### config.mk
export PLATFORM = sky130hd
export DESIGN_NAME = bwf_kernel
export DESIGN_NICKNAME = d
export VERILOG_FILES = /design/src/rtl/bwf_pkg.sv /design/src/rtl/bwf_kernel.sv
export SDC_FILE = /design/constraint.sdc
export NUM_CORES = 2
export LEC_CHECK = 0
export BUFFER_PORTS_ARGS = -buffer_cell sky130_fd_sc_hd__buf_2
export CAP_MARGIN = 20
export CORE_ASPECT_RATIO = 0.6
export CORE_MARGIN = 1.5
export CORE_UTILIZATION = 30
export CTS_CLUSTER_SIZE = 28
export DETAILED_ROUTE_END_ITERATION = 8
export PLACE_DENSITY = 0.48
export SKIP_LAST_GASP = 1
export SYNTH_ARGS = -nofsm -noshare
export SYNTH_HDL_FRONTEND = slang
export SYNTH_SLANG_ARGS = --single-unit
### constraint.sdc
create_clock -name clk -period 9.4 [get_ports clk]
set_input_delay 0.94 -clock clk [delete_from_list [all_inputs] [get_ports clk]]
set_output_delay 0.94 -clock clk [all_outputs]
set_load 0.01 [all_outputs]
### src/rtl/bwf_pkg.sv
package bwf_pkg;

    localparam int MAX_WIDTH   = 1024;
    localparam int MAX_HEIGHT  = 4096;
    localparam int RING_ROWS   = 8;
    localparam int WINDOW_SIZE = 5;
    localparam int TAPS        = WINDOW_SIZE * WINDOW_SIZE;
    localparam int CENTER_TAP  = TAPS / 2;
    localparam int COL_W       = $clog2(MAX_WIDTH);
    localparam int RING_W      = $clog2(RING_ROWS);
    localparam int ADDR_W      = RING_W + COL_W;
    localparam int DEPTH       = RING_ROWS * MAX_WIDTH;
    localparam int FW_W        = COL_W + 1;
    localparam int FH_W        = 13;
    localparam int ROW_W       = 13;
    localparam int CNT_W       = FW_W + FH_W - 1;
    localparam int TAP_W       = $clog2(TAPS + 1);
    localparam int WGT_W       = 16;
    localparam int W_W         = 31;
    localparam int NUM_W       = 43;
    localparam int DEN_W       = 35;
    localparam logic [WGT_W-1:0] Q15_ONE = 16'd32768;

    localparam logic [2:0] REG_WIDTH  = 3'd0;
    localparam logic [2:0] REG_HEIGHT = 3'd1;
    localparam logic [2:0] REG_RATE   = 3'd2;
    localparam logic [2:0] REG_DIST1  = 3'd3;
    localparam logic [2:0] REG_DIST2  = 3'd4;
    localparam logic [2:0] REG_DIST4  = 3'd5;
    localparam logic [2:0] REG_DIST5  = 3'd6;
    localparam logic [2:0] REG_DIST8  = 3'd7;

    typedef logic [15:0] frac_table_t [256];

    function automatic frac_table_t build_frac();
        frac_table_t tbl;
        logic [63:0] t;
        t = 64'd2147483648;
        for (int f = 0; f < 256; f++)
        begin
            tbl[f] = 16'((t + 64'd32768) >> 16);
            t = (t * 64'd4283353945 + 64'd2147483648) >> 32;
        end
        return tbl;
    endfunction

    localparam frac_table_t FRAC_TABLE = build_frac();

    typedef enum logic [3:0] {
        S_IDLE, S_START, S_TOTAL, S_WRITE, S_DECIDE,
        S_READ, S_STREAM, S_WAIT, S_OUT
    } state_t;

    typedef struct packed {
        logic clear;
        logic tap_valid;
        logic finish;
    } kern_ctl_t;

    typedef struct packed {
        logic       done;
        logic [7:0] quotient;
    } kern_stat_t;

endpackage

### src/rtl/bwf_kernel.sv
module bwf_kernel (
    input  logic                     clk,
    input  logic                     rst_n,
    input  bwf_pkg::kern_ctl_t       ctl,
    input  logic [7:0]               tap_pixel,
    input  logic [7:0]               center,
    input  logic [bwf_pkg::WGT_W-1:0] spatial,
    input  logic [11:0]              range_rate,
    output bwf_pkg::kern_stat_t      stat
);
    import bwf_pkg::*;

    logic [7:0]       diff;
    logic [19:0]      expo;
    logic [WGT_W-1:0] rw;
    logic [WGT_W-1:0] rw_reg, sw_reg;
    logic [7:0]       p1_reg, p2_reg;
    logic             v1_reg, v2_reg;
    logic [W_W-1:0]   w_reg;
    logic [NUM_W-1:0] num_reg, rem_reg;
    logic [DEN_W-1:0] den_reg;
    logic [NUM_W-1:0] trial;
    logic             fin_reg, div_reg, done_reg;
    logic [2:0]       bit_reg;
    logic [7:0]       q_reg;

    assign diff  = (tap_pixel > center) ? tap_pixel - center : center - tap_pixel;
    assign expo  = diff * range_rate;
    assign rw    = (expo[19:12] != 8'd0) ? '0 : (FRAC_TABLE[expo[7:0]] >> expo[11:8]);
    assign trial = NUM_W'({8'd0, den_reg}) << bit_reg;

    always_ff @(posedge clk or negedge rst_n)
    begin
        if (!rst_n)
        begin
            v1_reg   <= 1'b0;
            v2_reg   <= 1'b0;
            fin_reg  <= 1'b0;
            div_reg  <= 1'b0;
            done_reg <= 1'b0;
            bit_reg  <= '0;
        end
        else
        begin
            v1_reg   <= ctl.tap_valid;
            v2_reg   <= v1_reg;
            done_reg <= 1'b0;
            if (ctl.finish)
            begin
                fin_reg <= 1'b1;
            end
            else if (fin_reg && !v1_reg && !v2_reg)
            begin
                fin_reg <= 1'b0;
                div_reg <= 1'b1;
                bit_reg <= 3'd7;
            end
            else if (div_reg)
            begin
                bit_reg <= bit_reg - 3'd1;
                if (bit_reg == 3'd0)
                begin
                    div_reg  <= 1'b0;
                    done_reg <= 1'b1;
                end
            end
        end
    end

    always_ff @(posedge clk)
    begin
        rw_reg <= rw;
        sw_reg <= spatial;
        p1_reg <= tap_pixel;
        w_reg  <= W_W'(sw_reg * rw_reg);
        p2_reg <= p1_reg;
        if (ctl.clear)
        begin
            num_reg <= '0;
            den_reg <= '0;
        end
        else if (v2_reg)
        begin
            num_reg <= num_reg + NUM_W'(w_reg * p2_reg);
            den_reg <= den_reg + DEN_W'(w_reg);
        end
        if (fin_reg && !v1_reg && !v2_reg)
        begin
            rem_reg <= num_reg;
            q_reg   <= '0;
        end
        else if (div_reg && rem_reg >= trial)
        begin
            rem_reg          <= rem_reg - trial;
            q_reg[bit_reg]   <= 1'b1;
        end
    end

    assign stat.done     = done_reg;
    assign stat.quotient = q_reg;

endmodule
==> flow_metrics.tcl <==
set metrics [dict create \
    first_pass_iters 6 \
    r2r-start "rw_reg[4]$_SDFF_PP0_" \
    synthXorXnorAreaFrac_pct 3.22 \
    ys_ff_latch 216 \
    syn_to_final_growth_pct 8.39 \
    yosysTopAreaCellShare_pct 25.2 \
    grt_pass1_wl_mm 196 \
    clkTransAtPathRegs_ns 0.07 \
    vias_per_cell 5.23 \
    ctsResizeCount 0 \
    syn_nets 5260 \
    cap_violations 0 \
    grt_usage_pct 20.0 \
    synth.mux.area_fraction_pct 4.96 \
    routed_wl_mm 127 \
    wl_per_cell_um 21.1 \
    die_h_um 276 \
    hold_slack_ns 0.161 \
    antenna_found_initial 3 \
    path_common_cell "inv_1" \
    holdCritPathClass "input pin to async pin" \
    synth_area_mm2 0.0372 \
    critPathSlowestCell "fa_4" \
    synth-compound-area-share_pct 16.0 \
    slew_headroom_pct 26.0 \
    synthTopCellsByArea "fa_1, ha_1, dfxtp_1" \
    yosysUniqueCellTypes 98 \
    period_share_pct 89.6 \
    reg2reg_to "w_reg[30]$_DFF_P_" \
    cp_data_required_time_ns 9.95 \
    worst_pin_slew_ns 1.11 \
    cts_sinks 216 \
    yosys.area.top_type "fa_1" \
    num_vias 31500 \
    ys_warn_count 0 \
    end_kind "register" \
    synth_fa_ha_area_share_pct 35.6 \
    grt_max_degree 85 \
    postCtsHoldBufs 0 \
    cts_root_buf "clkbuf_16" \
    clockBufferDepth 3 \
    reg2reg_depth 22 \
    clkLatencyLatePin_ns 0.64 \
    fin_skew_ns 0.0321 \
    reg2reg_setup_slack_ns 2.20 \
    syn_inst 4434 \
    min_period_ns 8.43 \
    setup_violations 0 \
    worstSetupEndpoint "rw_reg[2]$_SDFF_PP0_" \
    cts_setup_buffers 0 \
    grt.overflow.total 0 \
    final_nets 5207 \
    htree_levels 1 \
    synth_edf_count 43 \
    synth_flop_cell "dfxtp_1" \
    setup_slack_ns 0.975 \
    die_area_mm2 0.126 \
    slowest_delay_ns 0.80 \
    ys_seq_area_share_pct 12.9 \
    outcome "completed" \
    n_fill_cell 12900 \
    fmax_mhz 119 \
    initial_core_util_pct 30.4 \
    cp_max_fo 58 \
    final_layout_size_suffix_gt1_share_pct 7.06 \
    port_buffers 57 \
    finalHoldViolCount 0 \
    critical_path_class "input pin to register" \
    synth_top_family_by_area "adder cells" \
    detailed_place_hpwl_mm 98.4 \
    yosys.area_share.simple_pct 18.3 \
    synth_area_per_cell_um2 8.39 \
    finalMaxSlewViolations 0 \
    ant_nets 0 \
    detail_route.iter0.violations 3099 \
    die_w_um 458 \
    place_congestion 0.950 \
    drc_errors 0 \
    pre_cts_ws_ns 0.514 \
    num_rows 99 \
    cp.arrival_ns 8.97 \
    grt_pass1_vias 30900 \
    crit_start "tap_pixel[0]" \
    synth_common_cells "inv_1, nand2_1, fa_1, ha_1, nor2_1" \
    multi_input_area_mm2 0.0291 \
    cts_tree "yes" \
    fin_tns_setup_ns 0 \
    yosys.cell_count.top_type "inv_1" \
    rsz0062_at_grt "false" \
    ios 58 \
    synthArstFlopShare_pct 3.70 \
    start_kind "input pin" \
    core_area_mm2 0.122 \
    register_area_mm2 0.00481 \
    cts_made_buffers 29 \
]
[layer usage]
| metal | vias up | track usage (%) | part of all wire, % |
|---|---|---|---|
| li1 | 14800 | - | - |
| met1 | 15600 | 33.5 | 55 |
| met2 | 1071 | 25.0 | 35 |
| met3 | 73 | 5.09 | 8.8 |
| met4 | 0 | 2.25 | 0.95 |
| met5 | - | 0 | 0 |
[kinds of logic (layout without fill, tap and decap cells)]
family                   after synthesis  in the layout
AO/OA/AOI/OAI                        898            898
XOR/XNOR                             136            136
adder cells (fa/ha/maj)              778            778
buffers and inverters                861            829
flip-flops                           216            216
multiplexers                         139            139
other                                  0              5
AND/OR/NAND/NOR                     1406           1406
[cell usage in the layout, fill, tap and decap left out, types with 16 or more instances in the layout]
master,n
a21o_1,63
nor3b_1,17
a311oi_1,23
mux2i_1,93
xnor2_1,76
o22ai_1,18
nand2_1,513
xor2_1,58
edfxtp_1,43
nand2b_1,54
a221oi_1,16
nand4_1,30
a211o_1,16
a21oi_1,244
mux4_2,35
nor2b_1,59
a211oi_1,66
o21a_1,24
ha_1,307
dfxtp_1,161
or3_1,23
o211ai_1,47
and2_1,239
buf_2,57
o21ai_0,172
nor3_1,51
fa_1,467
nand3_1,58
a31oi_1,30
inv_1,615
nor2_1,270
clkbuf_16,31
nor4_1,16
o21bai_1,23
buf_4,94
o31ai_1,18
[through the flow]
step                      std cells  instance area (um2)  util, %
final                          6023                40300     33.0
after global routing           6020                40300     33.0
after CTS                      6017                40300     33.0
after detailed placement       5965                39300     32.2
after global placement         5965                39300     32.2
after floorplan                4434                37200        -
[cell type report]
cell class                      count  area share, %
Clock buffer                       44           2.27
Antenna cell                        5         0.0310
Timing Repair Buffer              156           2.67
Sequential cell                   216           11.9
Clock inverter                      8          0.167
Inverter                          621           5.78
Tap cell                         1616           5.01
Multi-Input combinational cell   3357           72.2
[worst min-delay path by stage]
stage / startpoint / endpoint / cells past startpoint
6_report: rst_n / done_reg$_DFF_PN0_ / 1
5_1_grt: rst_n / done_reg$_DFF_PN0_ / 1
4_1_cts: rst_n / fin_reg$_DFFE_PN0P_ / 1
3_5_place_dp: p1_reg[4]$_DFF_P_ / p2_reg[4]$_DFF_P_ / 0
3_3_place_gp: p1_reg[6]$_DFF_P_ / p2_reg[6]$_DFF_P_ / 0
2_1_floorplan: p1_reg[0]$_DFF_P_ / p2_reg[0]$_DFF_P_ / 0
[worst max-delay path, delay by kind of cell]
| kind | cells | cell delay (ns) |
|---|---|---|
| AOI/OAI and AO/OA | 11 | 2.73 |
| and+or+nand+nor | 4 | 0.83 |
| adders and majority gates | 6 | 2.52 |
| buffers and inverters | 8 | 1.10 |
| muxes | 2 | 0.41 |
| xor gates and xnor gates | 1 | 0.43 |
Power is left out: the tool's default activity adds up to more than one toggle a clock period on the data nets, which glitch-free logic cannot reach.
